`src/design/nflp_pkg.sv`:
```
// shared types, constants and marking table for the nearest field line point unit
package nflp_pkg;

  localparam int NUM_SEGMENTS = 22;
  localparam int FRAC_BITS    = 10;
  localparam int ARC_BITS     = 12;
  localparam int ROOT_BITS    = 17;

  localparam logic [11:0] RADIUS_RESET = 12'd768;

  typedef logic signed [15:0] coord_t;

  localparam coord_t CX0 = coord_t'(1 << FRAC_BITS);
  localparam coord_t CX1 = coord_t'(15 << FRAC_BITS);
  localparam coord_t CY  = coord_t'(1 << FRAC_BITS);

  typedef struct packed {
    coord_t xlo;
    coord_t xhi;
    coord_t ylo;
    coord_t yhi;
  } seg_box_t;

  typedef struct packed {
    coord_t      qx;
    coord_t      qy;
    logic [32:0] best;
    coord_t      bx;
    coord_t      by;
  } seg_data_t;

  typedef struct packed {
    logic [31:0]         d2;
    logic [57:0]         tgt;
    logic [ARC_BITS-1:0] lo;
    logic [2*ARC_BITS-1:0] lo2;
    logic                neg;
    logic                ctr;
  } arc_data_t;

  typedef struct packed {
    logic [33:0]          rem;
    logic [ROOT_BITS-1:0] root;
    coord_t               bx;
    coord_t               by;
  } root_data_t;

  // twentieths of a metre to fixed point, halves rounded up
  function automatic coord_t fx20(input int n);
    fx20 = coord_t'(((n << FRAC_BITS) + 10) / 20);
  endfunction

  function automatic seg_box_t mk_box(input int xlo, input int xhi, input int ylo,
                                      input int yhi);
    mk_box = '{xlo: fx20(xlo), xhi: fx20(xhi), ylo: fx20(ylo), yhi: fx20(yhi)};
  endfunction

  localparam seg_box_t SEG_TABLE [NUM_SEGMENTS] = '{
    mk_box(20, 300, 20, 20),    mk_box(20, 300, 220, 220), mk_box(20, 20, 20, 220),
    mk_box(300, 300, 20, 220),  mk_box(5, 5, 96, 144),     mk_box(315, 315, 96, 144),
    mk_box(5, 20, 96, 96),      mk_box(5, 20, 144, 144),   mk_box(300, 315, 96, 96),
    mk_box(300, 315, 144, 144), mk_box(35, 35, 81, 159),   mk_box(285, 285, 81, 159),
    mk_box(20, 35, 81, 81),     mk_box(20, 35, 159, 159),  mk_box(285, 300, 81, 81),
    mk_box(285, 300, 159, 159), mk_box(121, 199, 35, 35),  mk_box(121, 121, 20, 35),
    mk_box(199, 199, 20, 35),   mk_box(91, 229, 65, 65),   mk_box(91, 91, 20, 65),
    mk_box(229, 229, 20, 65)
  };

endpackage

```
`src/design/nflp_arc_cell.sv`:
```
// one bit of the arc offset search: largest o with (2o-1)^2 d2 <= tgt
module nflp_arc_cell import nflp_pkg::*; (
  input  logic      clk_i,
  input  logic      en_i,
  input  logic [3:0] bit_i,
  input  arc_data_t data_i,
  output arc_data_t data_o
);
  logic [ARC_BITS-1:0]   c;
  logic [2*ARC_BITS-1:0] c2;
  logic [25:0]           t2;
  logic [57:0]           prod;
  arc_data_t             data_d, data_q;

  always_comb begin
    c  = data_i.lo | (ARC_BITS'(1) << bit_i);
    // c^2 built from lo^2 by shifts only
    c2 = data_i.lo2 + (24'(data_i.lo) << ({1'b0, bit_i} + 5'd1))
         + (24'(1) << {bit_i, 1'b0});
    t2 = {c2, 2'b00} - 26'({c, 2'b00}) + 26'd1;
    prod = 58'(t2) * 58'(data_i.d2);
    data_d = data_i;
    if (prod <= data_i.tgt) begin
      data_d.lo  = c;
      data_d.lo2 = c2;
    end
  end

  always_ff @(posedge clk_i) begin
    if (en_i) data_q <= data_d;
  end

  assign data_o = data_q;
endmodule

```
`config.mk`:
```
export PLATFORM = sky130hd
export DESIGN_NAME = nflp_arc_cell
export DESIGN_NICKNAME = d
export VERILOG_FILES = /design/src/design/nflp_pkg.sv /design/src/design/nflp_arc_cell.sv
export SDC_FILE = /design/constraint.sdc
export NUM_CORES = 2
export LEC_CHECK = 0
export CORE_UTILIZATION = 24
export CTS_BUF_LIST = sky130_fd_sc_hd__clkbuf_8
export DETAILED_ROUTE_END_ITERATION = 16
export DONT_BUFFER_PORTS = 1
export GPL_TIMING_DRIVEN = 0
export HOLD_SLACK_MARGIN = 0.02
export PLACE_DENSITY = 0.42
export SLEW_MARGIN = 20
export SYNTH_ARGS = -nofsm -noshare
export SYNTH_HDL_FRONTEND = slang
export SYNTH_SLANG_ARGS = --single-unit
export TNS_END_PERCENT = 10
```
`constraint.sdc`:
```
create_clock -name clk_i -period 24 [get_ports clk_i]
set_input_delay 2.4 -clock clk_i [delete_from_list [all_inputs] [get_ports clk_i]]
set_output_delay 2.4 -clock clk_i [all_outputs]
set_load 0.005 [all_outputs]
```
==> impl_metrics.tcl <==
set metrics [dict create \
    outcome "completed" \
    io_pins 262 \
    yosysWarnings 0 \
    die_w_um 382 \
    crit_path_max_incr_delay_ns 0.83 \
    vias_per_cell 4.51 \
    die_y_um 382 \
    ant_nets 0 \
    ys_async_sr_fraction_pct 0 \
    slew_headroom_pct 25.8 \
    hold_path.class "primary input to flop" \
    endpoint "data_o[29]$_DFFE_PP_" \
    use_met3_pct 3.12 \
    largest_reg_flops 128 \
    avgSynthCellArea_sq_um 9.15 \
    dp_hpwl_mm 110 \
    crit_slowest_cell "xnor2_1" \
    grtUsageMet1_pct 23.9 \
    rsz0062_at_grt "no" \
    cts_tree "built" \
    drt_iter0_markers 1492 \
    hold_buffers 0 \
    start_util_pct 24.3 \
    row_count 138 \
    remaining_drc_errors 0 \
    wl_per_cell_um 22.9 \
    layout.cells.most_common "inv_1" \
    drive_above_1_share_pct 2.41 \
    grt_pass1_wl_mm 190 \
    busiest_layer "met2" \
    drv_cap 0 \
    finalNetCount 4964 \
    cp.arrival_ns 22.01 \
    critPathKind "primary input to flop" \
    cp_data_required_time_ns 24.34 \
    yosysSeqAreaShare_pct 11.1 \
    critPathLaunchType "primary input" \
    clockBufferDepth 2 \
    synth_edf_count 128 \
    core_sq_um 142000 \
    grt-ovfl-total 0 \
    die_area_sq_um 146000 \
    grt_antenna_before_repair 26 \
    ys_types 71 \
    grtUsageTotal_pct 18.2 \
    synth_area_leaders "fa_1, ha_1, edfxtp_1" \
    postCtsSetupRepairBufs 0 \
    gp_congestion 0.932 \
    mostFrequentLayoutCells "inv_1, fa_1, nand2_1" \
    cts_root_buf "clkbuf_8" \
    worst_pin_slew_ns 1.11 \
    routed_wl_mm 131 \
    finalCritPeriodShare_pct 90.3 \
    synth_ff_type "edfxtp_1" \
    maxSlewViolCount 0 \
    syn-cell-area_sq_um 34600 \
    setup_tns_ns 0 \
    hold_viol_final 0 \
    cpMostUsedCell "fa_1" \
    synthCells 3778 \
    portBuffers 0 \
    syn2layout_area_growth_pct 8.30 \
    first_global_vias 27300 \
    cts.clk_slew.worst_paths_ns 0.15 \
    critPathCaptureType "flop" \
    ys_ff_latch 128 \
    finalSetupViolCount 0 \
    worstSetupStartpoint "bit_i[0]" \
    synth_top_cell_by_area "fa_1" \
    finalCriticalPeriod_ns 21.68 \
    syn_nets 4940 \
    numClockSinks 128 \
    htreeDepth 4 \
    grt_max_degree 129 \
    vias 25800 \
    fmax_mhz 46.1 \
    ctsResizeCount 0 \
    cts_made_buffers 17 \
    drt_pass1_iterations 7 \
    gr-usage-met2_pct 30.4 \
    crit_fanout 10 \
    yosysTopAreaCellShare_pct 40.5 \
]
[how the worst min path moves through the flow]
| stage | start | slack (ns) | to | cells past startpoint |
|---|---|---|---|---|
| floorplan | data_i[0] | 2.50 | data_o[0]$_DFFE_PP_ | 0 |
| global placement | data_i[1] | 2.50 | data_o[1]$_DFFE_PP_ | 0 |
| detailed placement | data_i[1] | 2.50 | data_o[1]$_DFFE_PP_ | 0 |
| CTS | data_i[109] | 1.74 | data_o[109]$_DFFE_PP_ | 0 |
| global route | data_i[109] | 1.78 | data_o[109]$_DFFE_PP_ | 0 |
| finish | data_i[109] | 1.82 | data_o[109]$_DFFE_PP_ | 0 |
[critical path, delay by kind of cell]
kind                     cells  cell delay (ns)
adder cells (fa/ha/maj)     13             5.78
AND/OR/NAND/NOR             16             3.64
AO/OA/AOI/OAI               15             4.54
buffers and inverters       15             4.12
XOR/XNOR                     3             1.45
[metrics by stage]
stage               hold WS [ns]  cell area, sq um  std cells  setup slack (ns)  utilization (%)
floorplan                   2.50             34600       3778              7.52                -
global placement            2.50             36900       5668              1.20             26.0
detailed placement          2.50             37000       5673              2.03             26.0
CTS                         1.74             37400       5704              2.65             26.3
global route                1.78             37400       5707              1.47             26.3
finish                      1.82             37400       5716              2.32             26.3
[cell type report]
class                      count  area, sq um
buffer                       179          697
fill                       15600       105000
antenna                       12         30.0
sequential                   128         3840
inverter                     873         3280
clock buffer                  17          234
clock inverter                14          128
timing repair buffer           5         52.6
multi-input combinational   2598        26800
tap                         1890         2360
[metal layers]
metal	wire, um	vias to the layer above	part of all wire [%]
met4	3790	0	2.9
met1	57200	13300	44
li1	-	11600	-
met3	7310	131	5.6
met2	62800	725	48
met5	0	-	0
[logic make-up after synthesis]
group,Yosys count,synth area share [%]
compound gates,375,7.00
xor+xnor,91,2.33
simple gates,1060,14.3
mux,44,1.36
fa+ha+maj,1028,52.4
flops,128,11.1
buf+inv,1052,11.5
[synthesized netlist by cell type, types with 5 or more instances]
cell type,number
a211o_1,5
a211oi_1,9
a21o_1,71
a21oi_1,113
a221oi_1,6
a22oi_1,5
a31oi_1,13
and2_1,206
and3_1,15
buf_2,11
clkbuf_1,163
edfxtp_1,128
fa_1,699
ha_1,329
inv_1,871
mux2_2,25
mux2i_1,19
nand2_1,609
nand2b_1,35
nand3_1,25
nand3b_1,6
nand4_1,35
nor2_1,66
nor2b_1,23
nor3_1,21
o211ai_1,9
o21a_1,14
o21ai_0,59
o21bai_1,17
o221ai_1,5
o22ai_1,11
o31ai_1,5
or3_1,5
xnor2_1,51
xor2_1,39
Power is left out: the tool's default activity adds up to more than one toggle a clock period on the data nets, which glitch-free logic cannot reach.
