[src/design/nflp_pkg.sv]
// shared types, constants and marking table for the nearest field line point unit
package nflp_pkg;

  localparam int NUM_SEGMENTS = 22;
  localparam int FRAC_BITS    = 10;
  localparam int ARC_BITS     = 12;
  localparam int ROOT_BITS    = 17;

  localparam logic [11:0] RADIUS_RESET = 12'd768;

  typedef logic signed [15:0] coord_t;

  localparam coord_t CX0 = coord_t'(1 << FRAC_BITS);
  localparam coord_t CX1 = coord_t'(15 << FRAC_BITS);
  localparam coord_t CY  = coord_t'(1 << FRAC_BITS);

  typedef struct packed {
    coord_t xlo;
    coord_t xhi;
    coord_t ylo;
    coord_t yhi;
  } seg_box_t;

  typedef struct packed {
    coord_t      qx;
    coord_t      qy;
    logic [32:0] best;
    coord_t      bx;
    coord_t      by;
  } seg_data_t;

  typedef struct packed {
    logic [31:0]         d2;
    logic [57:0]         tgt;
    logic [ARC_BITS-1:0] lo;
    logic [2*ARC_BITS-1:0] lo2;
    logic                neg;
    logic                ctr;
  } arc_data_t;

  typedef struct packed {
    logic [33:0]          rem;
    logic [ROOT_BITS-1:0] root;
    coord_t               bx;
    coord_t               by;
  } root_data_t;

  // twentieths of a metre to fixed point, halves rounded up
  function automatic coord_t fx20(input int n);
    fx20 = coord_t'(((n << FRAC_BITS) + 10) / 20);
  endfunction

  function automatic seg_box_t mk_box(input int xlo, input int xhi, input int ylo,
                                      input int yhi);
    mk_box = '{xlo: fx20(xlo), xhi: fx20(xhi), ylo: fx20(ylo), yhi: fx20(yhi)};
  endfunction

  localparam seg_box_t SEG_TABLE [NUM_SEGMENTS] = '{
    mk_box(20, 300, 20, 20),    mk_box(20, 300, 220, 220), mk_box(20, 20, 20, 220),
    mk_box(300, 300, 20, 220),  mk_box(5, 5, 96, 144),     mk_box(315, 315, 96, 144),
    mk_box(5, 20, 96, 96),      mk_box(5, 20, 144, 144),   mk_box(300, 315, 96, 96),
    mk_box(300, 315, 144, 144), mk_box(35, 35, 81, 159),   mk_box(285, 285, 81, 159),
    mk_box(20, 35, 81, 81),     mk_box(20, 35, 159, 159),  mk_box(285, 300, 81, 81),
    mk_box(285, 300, 159, 159), mk_box(121, 199, 35, 35),  mk_box(121, 121, 20, 35),
    mk_box(199, 199, 20, 35),   mk_box(91, 229, 65, 65),   mk_box(91, 91, 20, 65),
    mk_box(229, 229, 20, 65)
  };

endpackage

[src/design/nflp_seg_cell.sv]
// one candidate cell: clamp onto a box, compare squared distance, keep the best
module nflp_seg_cell import nflp_pkg::*; (
  input  logic      clk_i,
  input  logic      en_i,
  input  seg_box_t  box_i,
  input  seg_data_t data_i,
  output seg_data_t data_o
);
  coord_t             px, py;
  logic signed [16:0] dx, dy;
  logic [15:0]        ax, ay;
  logic [31:0]        sx, sy;
  logic [32:0]        d2;
  seg_data_t          data_d, data_q;

  always_comb begin
    if (data_i.qx < box_i.xlo) px = box_i.xlo;
    else if (data_i.qx > box_i.xhi) px = box_i.xhi;
    else px = data_i.qx;
    if (data_i.qy < box_i.ylo) py = box_i.ylo;
    else if (data_i.qy > box_i.yhi) py = box_i.yhi;
    else py = data_i.qy;
    dx = {data_i.qx[15], data_i.qx} - {px[15], px};
    dy = {data_i.qy[15], data_i.qy} - {py[15], py};
    ax = dx[16] ? 16'(-dx) : dx[15:0];
    ay = dy[16] ? 16'(-dy) : dy[15:0];
    sx = ax * ax;
    sy = ay * ay;
    d2 = {1'b0, sx} + {1'b0, sy};
    data_d = data_i;
    // strict compare keeps the lower index on ties
    if (d2 < data_i.best) begin
      data_d.best = d2;
      data_d.bx   = px;
      data_d.by   = py;
    end
  end

  always_ff @(posedge clk_i) begin
    if (en_i) data_q <= data_d;
  end

  assign data_o = data_q;
endmodule

[config.mk]
export PLATFORM = sky130hd
export DESIGN_NAME = nflp_seg_cell
export DESIGN_NICKNAME = d
export VERILOG_FILES = /design/src/design/nflp_pkg.sv /design/src/design/nflp_seg_cell.sv
export SDC_FILE = /design/constraint.sdc
export NUM_CORES = 1
export LEC_CHECK = 0
export CORE_UTILIZATION = 67
export DETAILED_ROUTE_END_ITERATION = 12
export DONT_BUFFER_PORTS = 1
export PLACE_DENSITY = 0.83
export SLEW_MARGIN = 10
export SYNTH_ARGS = -nofsm -noshare
export SYNTH_HDL_FRONTEND = slang
export SYNTH_SLANG_ARGS = --single-unit
[constraint.sdc]
create_clock -name clk_i -period 44.2 [get_ports clk_i]
set_input_delay 13.26 -clock clk_i [delete_from_list [all_inputs] [get_ports clk_i]]
set_output_delay 13.26 -clock clk_i [all_outputs]
set_load 0.02 [all_outputs]
==> flow_summary.toml, run 1 <==
[status]
outcome = "complete, no violations"

[die]
initial_core_util_pct = 68.6
io_pins = 260
die_h_um = 194
die_w_um = 194
dieArea_um2 = 37600
rows = 69
core_um2 = 35900

[sta]
period_share_pct = 67.1
fin_setup_tns_ps = 0
finalHoldViolCount = 0
setup_viol = 0
fmax_ghz = 0.0337
rsz0062_at_grt = "no"
relSlewSlack_pct = 21.1
setup_slack_ps = 14530
slew_violations = 0
period_needed_ps = 29670
worst_pin_slew_ps = 1180

[yosys]
synthDistinctLibCells = 92
ys_ff_latch = 97
synth_cells = 2797
postSynth.asyncResetShare_pct = 0
synth_seq_area_share_pct = 11.8
yosys_warnings = 0
syn_nets = 3663
synth_edf_count = 97
synth_ff_type = "edfxtp_1"
syn_area_um2 = 24600
syn_area_per_cell_um2 = 8.81

[hold_path]
hp-class = "in2reg"

[worst_setup_path]
end_kind = "register"
max_stage_delay_ps = 910
critical_path.slowest_cell = "nor2_1"
path_class = "in2reg"
cp_data_arrival_time_ps = 29870
worstPathMaxFanout = 65
crit_path_start_kind = "input port"
cp.required_ps = 44400
crit_top_cell = "fa_1"

[drt]
postRouteAntennaNets = 0
wire_per_inst_um = 20.4
via_per_inst = 6.14
routed_wl_um = 65800
first_pass_iters = 6
first_iter_violations = 1648
drc = 0
via_count = 19837

[clock_network]
cts_sinks = 97
cts.clk_slew.worst_paths_ps = 80
post_cts_buffers = 0
cts_hold_buf = 0
htree_levels = 3
clockBufferDepth = 2
cts_tree = "built"
ctsResizeCount = 0
cts_root_buf = "clkbuf_16"
cts_buffers = 9

[finish]
synthToLayoutAreaGrowth_pct = 3.24
largest_reg_flops = 97
fill_cells = 2758
drive_above_1_share_pct = 4.09
finalNetCount = 3626

[global_routing]
antenna_found_initial = 3
grt_max_degree = 98
track_usage_pct = 36.4
grt_pass1_vias = 20878
grt_overflow = 0
grt_pass1_wl_um = 108000

[run]
max-cap-violations = 0

[place]
dp_hpwl_um = 54900
gp_congestion = 1.02
portBuffers = 0
place_ws_ps = 14420
layer usage:
layer	global-route usage, %	routed length [um]	vias to the layer above
met3	5.95	5700	196
met5	0	0	-
li1	-	-	8939
met1	47.7	25900	9738
met2	60.6	31400	964
met4	14.9	2820	0
area by class of cell:
cell class                 count  area, um2  area share, %
clock buffer                   9        225          0.885
multi-input combinational   1965      19000           74.5
sequential                    97       2910           11.4
clock inverter                 7       70.1          0.275
inverter                     657       2470           9.69
timing repair buffer          30        225          0.885
tap                          461        577           2.27
antenna                        3       7.51         0.0295
critical path: cells and delay by family:
family | cells | cell delay [ps]
buffers and inverters | 8 | 880
adder cells (fa/ha/maj) | 14 | 5950
XOR/XNOR | 1 | 180
AND/OR/NAND/NOR | 10 | 2870
AO/OA/AOI/OAI | 24 | 6380
multiplexers | 1 | 290
final timing paths:
path	startpoint	end	cells after the start
worst max-delay path	box_i[42]	data_o[63]	58
worst min-delay path	data_i[82]	data_o[82]	0
synthesized netlist by cell type, types with 6 or more instances:
cell       instances  area, um2
edfxtp_1          97       2910
nor3b_1            7       52.6
or4_1              9       67.6
nand3_1           34        170
o21bai_1           8       60.1
o31ai_1           18        135
nand4_1           17        106
inv_2              9       33.8
ha_1             314       3930
nor4_1             9       56.3
o21ai_0          106        531
clkbuf_1          50        188
or2_2             18        113
a2111oi_0         10       87.6
and3_1            11       68.8
buf_2             20        100
xor2_1            27        236
and2_1            15       93.8
nor3_1            29        145
o21a_1            13       97.6
fa_1             389       7790
inv_1            645       2420
a211oi_1          11       82.6
a211o_1           10       87.6
nor2b_1           23        144
o22ai_1            8       50.1
xnor2_1           40        350
o21ai_1            8       40.0
a21oi_1          141        706
a41oi_1            7       61.3
nor2_1           212        796
nand2b_1          41        257
or2_1              6       37.5
a31oi_1           14       87.6
nand2_1          236        886
or3_1             15       93.8
a21o_1            46        345
a311oi_1           6       52.6
o2111ai_1          6       52.6
layout by cell type (no fill, tap or decap), types with 8 or more instances in the layout:
cell type  netlist  routed
and2_1          15      15
nor4_1           9       9
inv_2            9       9
o22ai_1          8       8
nand3_1         34      34
clkbuf_16        0       9
nor2b_1         23      23
o31ai_1         18      18
nor3_1          29      29
xor2_1          27      26
edfxtp_1        97      97
a211o_1         10      10
a211oi_1        11      11
fa_1           389     389
a31oi_1         14      14
o21ai_0        106     106
nor2_1         212     211
buf_4            1      30
or3_1           15      15
o21bai_1         8       8
a21o_1          46      45
nand2b_1        41      41
nand2_1        236     236
or4_1            9       9
nand4_1         17      17
a2111oi_0       10      10
o21a_1          13      13
a21oi_1        141     140
xnor2_1         40      39
ha_1           314     314
or2_2           18      18
o21ai_1          8       8
and3_1          11      11
inv_1          645     645
logic make-up (layout without fill, tap and decap cells):
| family | Yosys count | in the layout | synth area share, % |
|---|---|---|---|
| AO/OA/AOI/OAI | 476 | 476 | 12.6 |
| XOR/XNOR | 70 | 70 | 2.58 |
| adder cells (fa/ha/maj) | 705 | 705 | 47.6 |
| buffers and inverters | 735 | 703 | 11.4 |
| flip-flops | 97 | 97 | 11.8 |
| multiplexers | 10 | 10 | 0.431 |
| other | 0 | 3 | 0 |
| AND/OR/NAND/NOR | 704 | 704 | 13.6 |
per-stage QoR:
stage / util (%) / instances / hold WS, ps / instance area [um2]
2_1_floorplan: - / 2797 / 13360 / 24600
3_3_place_gp: 70.0 / 3210 / 13360 / 25100
3_5_place_dp: 70.0 / 3210 / 13360 / 25100
4_1_cts: 70.8 / 3226 / 12970 / 25400
5_1_grt: 70.9 / 3229 / 12970 / 25400
6_report: 70.9 / 3229 / 12980 / 25400
Power of run 1 is left out: the tool's default activity adds up to more than one toggle a clock period on the data nets, which glitch-free logic cannot reach.
==> inputs of run 2 (changes only) <==
- CORE_UTILIZATION: 67 -> 61
- PLACE_DENSITY: 0.83 -> 0.8
- clock period: 44.2 -> 26.2 ns (I/O delays scaled with it)
==> run 2 against run 1 <==
Effect of this change: wire length increased by 1.6%; setup slack got worse by 13000 ps; critical path depth increased by 1; sequential cell count unchanged; critical path type unchanged; cell count increased by 2.0%; largest cell class unchanged; die area increased by 9.7%.
==> flow_summary.toml, run 2 (same netlist as run 1, synthesis figures left out) <==
[status]
outcome = "complete, no violations"

[worst_setup_path]
worstPathMaxFanout = 48
max_stage_delay_ps = 640
path_class = "in2reg"
end_kind = "register"
crit_top_cell = "fa_1"
cp_data_arrival_time_ps = 24580
crit_path_start_kind = "input port"
cp.required_ps = 26290
critical_path.slowest_cell = "a2111oi_1"

[sta]
period_share_pct = 93.5
slew_violations = 0
period_needed_ps = 24490
fin_setup_tns_ps = 0
worst_pin_slew_ps = 1260
fmax_ghz = 0.0408
relSlewSlack_pct = 15.4
setup_viol = 0
finalHoldViolCount = 0
rsz0062_at_grt = "no"

[global_routing]
grt_max_degree = 98
track_usage_pct = 33.6
grt_pass1_vias = 21022
use_met2_pct = 55.9
antenna_found_initial = 3
busiest_layer = "met2"
grt_pass1_wl_um = 108000
use_met3_pct = 5.62
use_met1_pct = 43.5
grt_overflow = 0

[hold_path]
min_to = "data_o[92]"
hold_depth = 0
hp-class = "in2reg"
min_from = "data_i[92]"

[finish]
final_cell_mix = "645 x inv_1, 389 x fa_1, 314 x ha_1, 236 x nand2_1, 211 x nor2_1"
finalNetCount = 3627
largest_reg_flops = 97
drive_above_1_share_pct = 4.16
fill_cells = 3345
synthToLayoutAreaGrowth_pct = 3.68
final_common_cell = "inv_1"

[clock_network]
cts_buffers = 9
post_cts_buffers = 0
ctsResizeCount = 0
cts_tree = "built"
cts_hold_buf = 0
cts_sinks = 97
cts_root_buf = "clkbuf_16"
clockBufferDepth = 2
cts.clk_slew.worst_paths_ps = 90
htree_levels = 3

[die]
core_um2 = 39800
dieArea_um2 = 41200
io_pins = 260
die_w_um = 203
initial_core_util_pct = 61.9
rows = 73
die_h_um = 203

[drt]
via_count = 19845
first_iter_violations = 1449
via_per_inst = 6.03
postRouteAntennaNets = 0
drc = 0
first_pass_iters = 6
wire_per_inst_um = 20.3
routed_wl_um = 66900

[run]
max-cap-violations = 0

[place]
portBuffers = 0
dp_hpwl_um = 55700
gp_congestion = 0.961
## run 2: cell count changes in the layout (fill, tap and decap cells not counted), sizes merged
cell	change
buf	+1
clkinv	-4
clkinvlp	+2
diode	-1
inv	+2
## run 2: per-stage QoR
step / area (um2) / cells / hold slack [ps] / setup slack (ps) / utilization [%]
finish: 25600 / 3293 / 7580 / 1710 / 64.2
global route: 25600 / 3292 / 7570 / 846 / 64.2
CTS: 25500 / 3291 / 7570 / 2080 / 64.1
detailed placement: 25200 / 3275 / 7960 / 1750 / 63.4
global placement: 25200 / 3275 / 7960 / 2150 / 63.4
floorplan: 24600 / 2797 / 7960 / 3840 / -
## run 2: final cells by class
class	instances	area [um2]	share of cell area, %
Clock inverter	7	85.1	0.333
Multi-Input combinational cell	1965	19000	74.2
Timing Repair Buffer	31	233	0.911
Antenna cell	2	5.00	0.0196
Tap cell	525	657	2.57
Sequential cell	97	2910	11.4
Inverter	657	2470	9.65
Clock buffer	9	225	0.881
## run 2: worst max path at each step
stage                    from         end  cells past startpoint
floorplan           box_i[33]   data_o[2]                     62
finish              box_i[42]  data_o[42]                     59
global placement    box_i[42]   data_o[2]                     58
detailed placement  box_i[42]   data_o[2]                     59
global route        box_i[42]  data_o[42]                     59
CTS                 box_i[42]   data_o[2]                     59
## run 2: layer usage
layer,up-vias,part of all wire [%]
li1,8948,-
met4,2,4.6
met3,185,9.1
met2,925,47
met5,-,0.016
met1,9785,39
## run 2: worst max-delay path: cells and delay by family
| family | cells | cell delay [ps] |
|---|---|---|
| AOI/OAI and AO/OA | 21 | 5700 |
| xor gates and xnor gates | 1 | 240 |
| adders and majority gates | 14 | 5790 |
| buffers and inverters | 9 | 1640 |
| muxes | 1 | 290 |
| and+or+nand+nor | 13 | 2980 |
Power of run 2 is left out for the same reason.
