--- src/design/nflp_pkg.sv ---
// shared types, constants and marking table for the nearest field line point unit
package nflp_pkg;

  localparam int NUM_SEGMENTS = 22;
  localparam int FRAC_BITS    = 10;
  localparam int ARC_BITS     = 12;
  localparam int ROOT_BITS    = 17;

  localparam logic [11:0] RADIUS_RESET = 12'd768;

  typedef logic signed [15:0] coord_t;

  localparam coord_t CX0 = coord_t'(1 << FRAC_BITS);
  localparam coord_t CX1 = coord_t'(15 << FRAC_BITS);
  localparam coord_t CY  = coord_t'(1 << FRAC_BITS);

  typedef struct packed {
    coord_t xlo;
    coord_t xhi;
    coord_t ylo;
    coord_t yhi;
  } seg_box_t;

  typedef struct packed {
    coord_t      qx;
    coord_t      qy;
    logic [32:0] best;
    coord_t      bx;
    coord_t      by;
  } seg_data_t;

  typedef struct packed {
    logic [31:0]         d2;
    logic [57:0]         tgt;
    logic [ARC_BITS-1:0] lo;
    logic [2*ARC_BITS-1:0] lo2;
    logic                neg;
    logic                ctr;
  } arc_data_t;

  typedef struct packed {
    logic [33:0]          rem;
    logic [ROOT_BITS-1:0] root;
    coord_t               bx;
    coord_t               by;
  } root_data_t;

  // twentieths of a metre to fixed point, halves rounded up
  function automatic coord_t fx20(input int n);
    fx20 = coord_t'(((n << FRAC_BITS) + 10) / 20);
  endfunction

  function automatic seg_box_t mk_box(input int xlo, input int xhi, input int ylo,
                                      input int yhi);
    mk_box = '{xlo: fx20(xlo), xhi: fx20(xhi), ylo: fx20(ylo), yhi: fx20(yhi)};
  endfunction

  localparam seg_box_t SEG_TABLE [NUM_SEGMENTS] = '{
    mk_box(20, 300, 20, 20),    mk_box(20, 300, 220, 220), mk_box(20, 20, 20, 220),
    mk_box(300, 300, 20, 220),  mk_box(5, 5, 96, 144),     mk_box(315, 315, 96, 144),
    mk_box(5, 20, 96, 96),      mk_box(5, 20, 144, 144),   mk_box(300, 315, 96, 96),
    mk_box(300, 315, 144, 144), mk_box(35, 35, 81, 159),   mk_box(285, 285, 81, 159),
    mk_box(20, 35, 81, 81),     mk_box(20, 35, 159, 159),  mk_box(285, 300, 81, 81),
    mk_box(285, 300, 159, 159), mk_box(121, 199, 35, 35),  mk_box(121, 121, 20, 35),
    mk_box(199, 199, 20, 35),   mk_box(91, 229, 65, 65),   mk_box(91, 91, 20, 65),
    mk_box(229, 229, 20, 65)
  };

endpackage

--- src/design/nflp_root_cell.sv ---
// one bit of the integer square root of the best squared distance
module nflp_root_cell import nflp_pkg::*; (
  input  logic       clk_i,
  input  logic       en_i,
  input  logic [4:0] bit_i,
  input  root_data_t data_i,
  output root_data_t data_o
);
  logic [34:0] inc;
  root_data_t  data_d, data_q;

  always_comb begin
    inc = (35'(data_i.root) << (6'(bit_i) + 6'd1)) + (35'(1) << {bit_i, 1'b0});
    data_d = data_i;
    if ({1'b0, data_i.rem} >= inc) begin
      data_d.rem  = data_i.rem - inc[33:0];
      data_d.root = data_i.root | (ROOT_BITS'(1) << bit_i);
    end
  end

  always_ff @(posedge clk_i) begin
    if (en_i) data_q <= data_d;
  end

  assign data_o = data_q;
endmodule
--- config.mk ---
export PLATFORM = sky130hd
export DESIGN_NAME = nflp_root_cell
export DESIGN_NICKNAME = d
export VERILOG_FILES = /design/src/design/nflp_pkg.sv /design/src/design/nflp_root_cell.sv
export SDC_FILE = /design/constraint.sdc
export NUM_CORES = 1
export LEC_CHECK = 0
export BUFFER_PORTS_ARGS = -buffer_cell sky130_fd_sc_hd__buf_2
export CAP_MARGIN = 20
export CORE_MARGIN = 2
export CORE_UTILIZATION = 33
export CTS_CLUSTER_DIAMETER = 200
export DETAILED_ROUTE_END_ITERATION = 6
export GPL_TIMING_DRIVEN = 0
export PLACE_DENSITY_LB_ADDON = 0.15
export SETUP_SLACK_MARGIN = 0.05
export SKIP_LAST_GASP = 1
export SLEW_MARGIN = 15
export SYNTH_ARGS = -nofsm -noshare
export SYNTH_HDL_FRONTEND = slang
export SYNTH_SLANG_ARGS = --single-unit
--- constraint.sdc ---
create_clock -name clk_i -period 11.9 [get_ports clk_i]
set_input_delay 2.38 -clock clk_i [delete_from_list [all_inputs] [get_ports clk_i]]
set_output_delay 2.38 -clock clk_i [all_outputs]
set_load 0.02 [all_outputs]
==> results of run 1 <==
[metal layers]
layer / vias to the layer above / global-route usage
li1: 3191 / -
met1: 3008 / 0.241
met2: 204 / 0.297
met3: 19 / 0.0354
met4: 0 / 0.0467
met5: - / 0
[how the worst max path moves through the flow]
stage	from	to	slack, ns	cells past startpoint
5_1_grt	bit_i[1]	data_o[81]	0.40	32
3_5_place_dp	bit_i[1]	data_o[80]	0.87	32
2_1_floorplan	bit_i[0]	data_o[50]	2.81	31
3_3_place_gp	bit_i[1]	data_o[80]	0.72	32
6_report	bit_i[1]	data_o[81]	1.08	32
4_1_cts	bit_i[1]	data_o[81]	1.20	32
[through the flow]
step / hold slack (ns) / util / cell area (um^2)
floorplan: 2.48 / - / 7580
global placement: 2.56 / 0.389 / 8790
detailed placement: 2.56 / 0.391 / 8820
CTS: 2.18 / 0.404 / 9120
global route: 2.19 / 0.404 / 9120
finish: 2.20 / 0.404 / 9120
[kinds of logic after synthesis]
kind of cell | after synthesis | share of synthesized area
xor+xnor | 65 | 0.0771
compound gates | 200 | 0.181
simple gates | 205 | 0.129
flops | 83 | 0.329
buf+inv | 63 | 0.0439
fa+ha+maj | 59 | 0.0984
mux | 78 | 0.142
[area by class of cell]
type / count / area (um^2)
repair buffers: 172 / 886
fillers: 2296 / 13500
flip-flops and latches: 83 / 2490
multi-input cells: 607 / 4750
plain buffers: 28 / 201
clock inverters: 7 / 75.1
well taps: 285 / 357
clock buffers: 9 / 225
inverters: 35 / 131
[power groups by stage]
stage               Clock (mW)  Sequential [mW]  Combinational [mW]
CTS                      0.306            0.383               0.560
global placement             0            0.389               0.556
detailed placement           0            0.389               0.557
global route             0.314            0.387               0.609
floorplan                    0            0.443               0.356
finish                   0.292            0.382               0.557
[placed cells by master, fill, tap and decap left out, types with 5 or more instances in the layout]
master     netlist  routed
a211oi_1         5       5
a21o_1          22      22
a21oi_1         50      50
a31oi_1         12      12
and2_1           9       9
and3_1           6       6
buf_2            5     175
clkbuf_1        10      10
clkbuf_16        0       9
edfxtp_1        83      83
ha_1            58      58
inv_1           35      35
mux2_2          15      15
mux2_4          32      32
mux2i_1         22      22
mux4_2           8       8
nand2_1         54      54
nand2b_1         9       9
nand3_1         15      15
nand4_1          6       6
nor2_1          67      67
nor2b_1         10      10
nor3_1           9       9
o21ai_0         27      27
o21bai_1        15      15
o22ai_1          9       9
o31ai_1         14      14
or2_2            5       5
or3_1            5       5
xnor2_1         35      35
xor2_1          28      28
==> results.sh, run 1 <==
export IMPL_crit_top_cell="ha_1"
export IMPL_clockPowerShare=0.237
export IMPL_hpwlAfterDp_mm=17.6
export IMPL_ys_types=75
export IMPL_clock_sinks=83
export IMPL_yosysTopAreaCell="edfxtp_1"
export IMPL_maxSlewHeadroom=0.495
export IMPL_synth_cells=753
export IMPL_clock_fmax_mhz=92.4
export IMPL_status="finished, final reports clean"
export IMPL_met1Wirelength_mm=10.0
export IMPL_final_max_slew_viol_count=0
export IMPL_tightest_slew_ns=0.753
export IMPL_finalNonFillerCells=1226
export IMPL_num_antenna_cells=0
export IMPL_synth_area_per_cell_um2=10.1
export IMPL_yosys_warnings=0
export IMPL_area_growth_pct=20.4
export IMPL_synth_enable_flop_cells=83
export IMPL_yosysSeqAreaShare=0.329
export IMPL_power_switching_mw=0.448
export IMPL_p_leak_nw=3.92
export IMPL_synthesis_area_um2=7580
export IMPL_min_to="data_o[8]"
export IMPL_fin_ws_ns=1.08
export IMPL_yosysTopAreaCellShare=0.329
export IMPL_holdPathStages=1
export IMPL_syn_nets=902
export IMPL_num_io_pins=173
export IMPL_fin_crit_ns=10.82
export IMPL_routed_wl_mm=21.8
export IMPL_wl_per_cell_um=17.8
export IMPL_grt_pass1_wl_mm=34.0
export IMPL_ant_nets=0
export IMPL_drive_above_1_share=0.298
export IMPL_arrival_ns=10.93
export IMPL_cp_slowest_cell="mux2i_1"
export IMPL_die_area_um2=24200
export IMPL_worstSetupStartpointType="primary input"
export IMPL_pre_cts_ws_ns=0.867
export IMPL_first_iter_violations=375
export IMPL_critPathTopFamily="compound AO/OA/AOI/OAI gates"
export IMPL_cts_hold_buf=0
export IMPL_grt_setup_unrepaired="no"
export IMPL_first_pass_iters=5
export IMPL_die_w_um=156
export IMPL_cts_setup_buffers=0
export IMPL_synth_seq_cells=83
export IMPL_grt_ovfl_total=0
export IMPL_synth_ff_type="edfxtp_1"
export IMPL_cp_required_ns=12.01
export IMPL_setup_violations=0
export IMPL_core_area_um2=22600
export IMPL_hold_viol=0
export IMPL_seq_power_share=0.310
export IMPL_num_rows=55
export IMPL_power_switching_share=0.364
export IMPL_drc_errors=0
export IMPL_dpl_cell_count=1210
export IMPL_gp_routability_congestion=0.895
export IMPL_power_density_nw_per_um2=135
export IMPL_cts_buffer_depth=2
export IMPL_async_flop_share=0
export IMPL_first_global_vias=6293
export IMPL_p_comb_frac=0.453
export IMPL_post_cts_resized=0
export IMPL_cpPeakStageDelay_ns=0.48
export IMPL_antenna_found_initial=0
export IMPL_critPathKind="in2reg"
export IMPL_fp_dieH_um=156
export IMPL_critPathBufInv=7
export IMPL_largest_register_ffs=83
export IMPL_via_count=6422
export IMPL_cts_tree="done"
export IMPL_worst_setup_path_end_kind="register"
export IMPL_synthTopCellsByCount="edfxtp_1 (83), nor2_1 (67), ha_1 (58)"
export IMPL_drv_cap=0
export IMPL_fin_tns_setup_ns=0
export IMPL_dr_wl_met2_mm=10.1
export IMPL_final_nets=1085
export IMPL_start_util=0.336
export IMPL_min_from="data_i[8]"
export IMPL_port_buffer_count=171
export IMPL_synth_area_top_cells="edfxtp_1 (33%), ha_1 (9.6%), mux2_4 (6.3%)"
export IMPL_htreeDepth=3
export IMPL_timing_final_crit_share=0.909
export IMPL_finalPower_mw=1.23
export IMPL_clk_pin_slew_worst_paths_ns=0.07
export IMPL_vias_per_cell=5.24
export IMPL_path_max_fanout=10
export IMPL_cts_root_buf="clkbuf_16"
export IMPL_top_layer="met4"
export IMPL_grt_usage=0.180
export IMPL_worst_ir_drop_vdd_mv=0.0599
export IMPL_grt_max_degree=61
export IMPL_cts_made_buffers=9
export IMPL_min_path_type="in2reg"
export IMPL_synth_most_common_cell="edfxtp_1"
export IMPL_met3WireLength_mm=1.37
export IMPL_internal_power_mw=0.783
Note: power is estimated with default switching activity, not from simulation.
==> inputs of run 2 (changes only) <==
==> constraint.sdc (replaced) <==
create_clock -name clk_i -period 11.4 [get_ports clk_i]
set_input_delay 2.28 -clock clk_i [delete_from_list [all_inputs] [get_ports clk_i]]
set_output_delay 2.28 -clock clk_i [all_outputs]
set_load 0.02 [all_outputs]
==> run 2 against run 1 <==
Effect of this change:
- sequential power up 4%
- utilization about the same
- clock power up 4%
- largest cell class unchanged
- count of clock-buffer cells in the layout unchanged
- non-clock buffer count unchanged
- sequential share of layout area about the same
- combinational power up 4.5%
- flip-flop and latch count unchanged
- power up 4.4%
==> results.sh, run 2 (synthesis results as in run 1) <==
export IMPL_status="finished, final reports clean"
export IMPL_num_io_pins=173
export IMPL_largest_register_ffs=83
export IMPL_crit_top_cell="ha_1"
export IMPL_maxSlewHeadroom=0.494
export IMPL_cts_buffer_depth=2
export IMPL_die_area_um2=24200
export IMPL_core_area_um2=22600
export IMPL_grt_max_degree=61
export IMPL_min_path_type="in2reg"
export IMPL_final_common_cell="buf_2"
export IMPL_clock_fmax_mhz=94.4
export IMPL_fin_crit_ns=10.60
export IMPL_cts_tree="done"
export IMPL_clk_pin_slew_worst_paths_ns=0.07
export IMPL_power_density_nw_per_um2=141
export IMPL_die_w_um=156
export IMPL_clock_sinks=83
export IMPL_final_cell_mix="buf_2 (175), edfxtp_1 (83), nor2_1 (67), ha_1 (58), nand2_1 (54)"
export IMPL_p_leak_nw=3.92
export IMPL_regArea_um2=2490
export IMPL_drc_errors=0
export IMPL_num_rows=55
export IMPL_dpl_cell_area_um2=8820
export IMPL_routed_wl_mm=21.8
export IMPL_vias_per_cell=5.26
export IMPL_cts_root_buf="clkbuf_16"
export IMPL_worst_ir_drop_vdd_mv=0.0625
export IMPL_grt_pass1_wl_mm=34.0
export IMPL_fill_cells=2296
export IMPL_port_buffer_count=171
export IMPL_worstSetupStartpointType="primary input"
export IMPL_arrival_ns=10.71
export IMPL_tightest_slew_ns=0.754
export IMPL_gp_routability_congestion=0.895
export IMPL_hold_viol=0
export IMPL_drive_above_1_share=0.299
export IMPL_hold_ws_ns=2.10
export IMPL_timing_final_crit_share=0.930
export IMPL_cts_made_buffers=9
export IMPL_worst_setup_path_end_kind="register"
export IMPL_hpwlAfterDp_mm=17.6
export IMPL_area_growth_pct=20.4
export IMPL_antenna_found_initial=0
export IMPL_start_util=0.336
export IMPL_via_count=6446
export IMPL_fin_area_um2=9120
export IMPL_drv_cap=0
export IMPL_setup_violations=0
export IMPL_first_pass_iters=5
export IMPL_path_max_fanout=10
export IMPL_htreeDepth=3
export IMPL_cp_required_ns=11.51
export IMPL_cp_slowest_cell="mux2i_1"
export IMPL_cpPeakStageDelay_ns=0.48
export IMPL_critPathKind="in2reg"
export IMPL_grt_usage=0.180
export IMPL_ant_nets=0
export IMPL_fp_dieH_um=156
export IMPL_first_global_vias=6293
export IMPL_num_antenna_cells=0
export IMPL_first_iter_violations=379
export IMPL_fin_tns_setup_ns=0
export IMPL_final_max_slew_viol_count=0
export IMPL_wl_per_cell_um=17.8
export IMPL_multiInputGateArea_um2=4750
export IMPL_final_nets=1085
export IMPL_grt_ovfl_total=0
export IMPL_grt_setup_unrepaired="no"
run 2: cell types whose count changed in the layout (fill, tap and decap cells not counted):
cell,change
clkbuf_1,-1
clkbuf_2,+1
run 2: path summary, 6_finish.rpt:
check	startpoint	end	slack, ns	cells after the start
setup / recovery	bit_i[1]	data_o[81]	0.80	32
hold / removal	data_i[8]	data_o[8]	2.10	1
run 2: power breakdown:
| group | internal (mW) | switching, mW |
|---|---|---|
| registers | 0.390 | 0.00849 |
| clock network | 0.171 | 0.134 |
| logic | 0.256 | 0.326 |
run 2: metrics by stage:
| stage | util | power, mW | setup WS (ns) | std cells |
|---|---|---|---|---|
| floorplan | - | 0.834 | 2.41 | 753 |
| global placement | 0.389 | 0.987 | 0.321 | 1209 |
| detailed placement | 0.391 | 0.987 | 0.467 | 1210 |
| CTS | 0.404 | 1.30 | 0.799 | 1226 |
| global route | 0.404 | 1.37 | 0.166 | 1226 |
| finish | 0.404 | 1.29 | 0.802 | 1226 |
run 2: timing repair:
action / in CTS / in global routing
setup buffers: 0 / 0
resized for setup: 0 / 2
hold buffers: 0 / 0
setup endpoints to repair: 0 / 32
run 2: worst max-delay path: cells and delay by family:
family | cells | cell delay, ns
xor+xnor | 1 | 0.28
buf+inv | 7 | 2.11
mux | 2 | 0.78
compound gates | 12 | 2.86
fa+ha+maj | 4 | 1.18
simple gates | 6 | 1.21
run 2: final cells by class:
| type | instances | area share |
|---|---|---|
| multi-input cells | 607 | 0.521 |
| flip-flops and latches | 83 | 0.273 |
| repair buffers | 172 | 0.0971 |
| well taps | 285 | 0.0391 |
| clock buffers | 9 | 0.0247 |
| plain buffers | 28 | 0.0222 |
| inverters | 35 | 0.0144 |
| clock inverters | 7 | 0.00823 |
run 2: layer usage:
metal	global-route usage	up-vias	share of wire
li1	-	3194	-
met1	0.241	3010	0.46
met2	0.297	221	0.46
met3	0.0354	21	0.063
met4	0.0467	0	0.016
met5	0	-	0
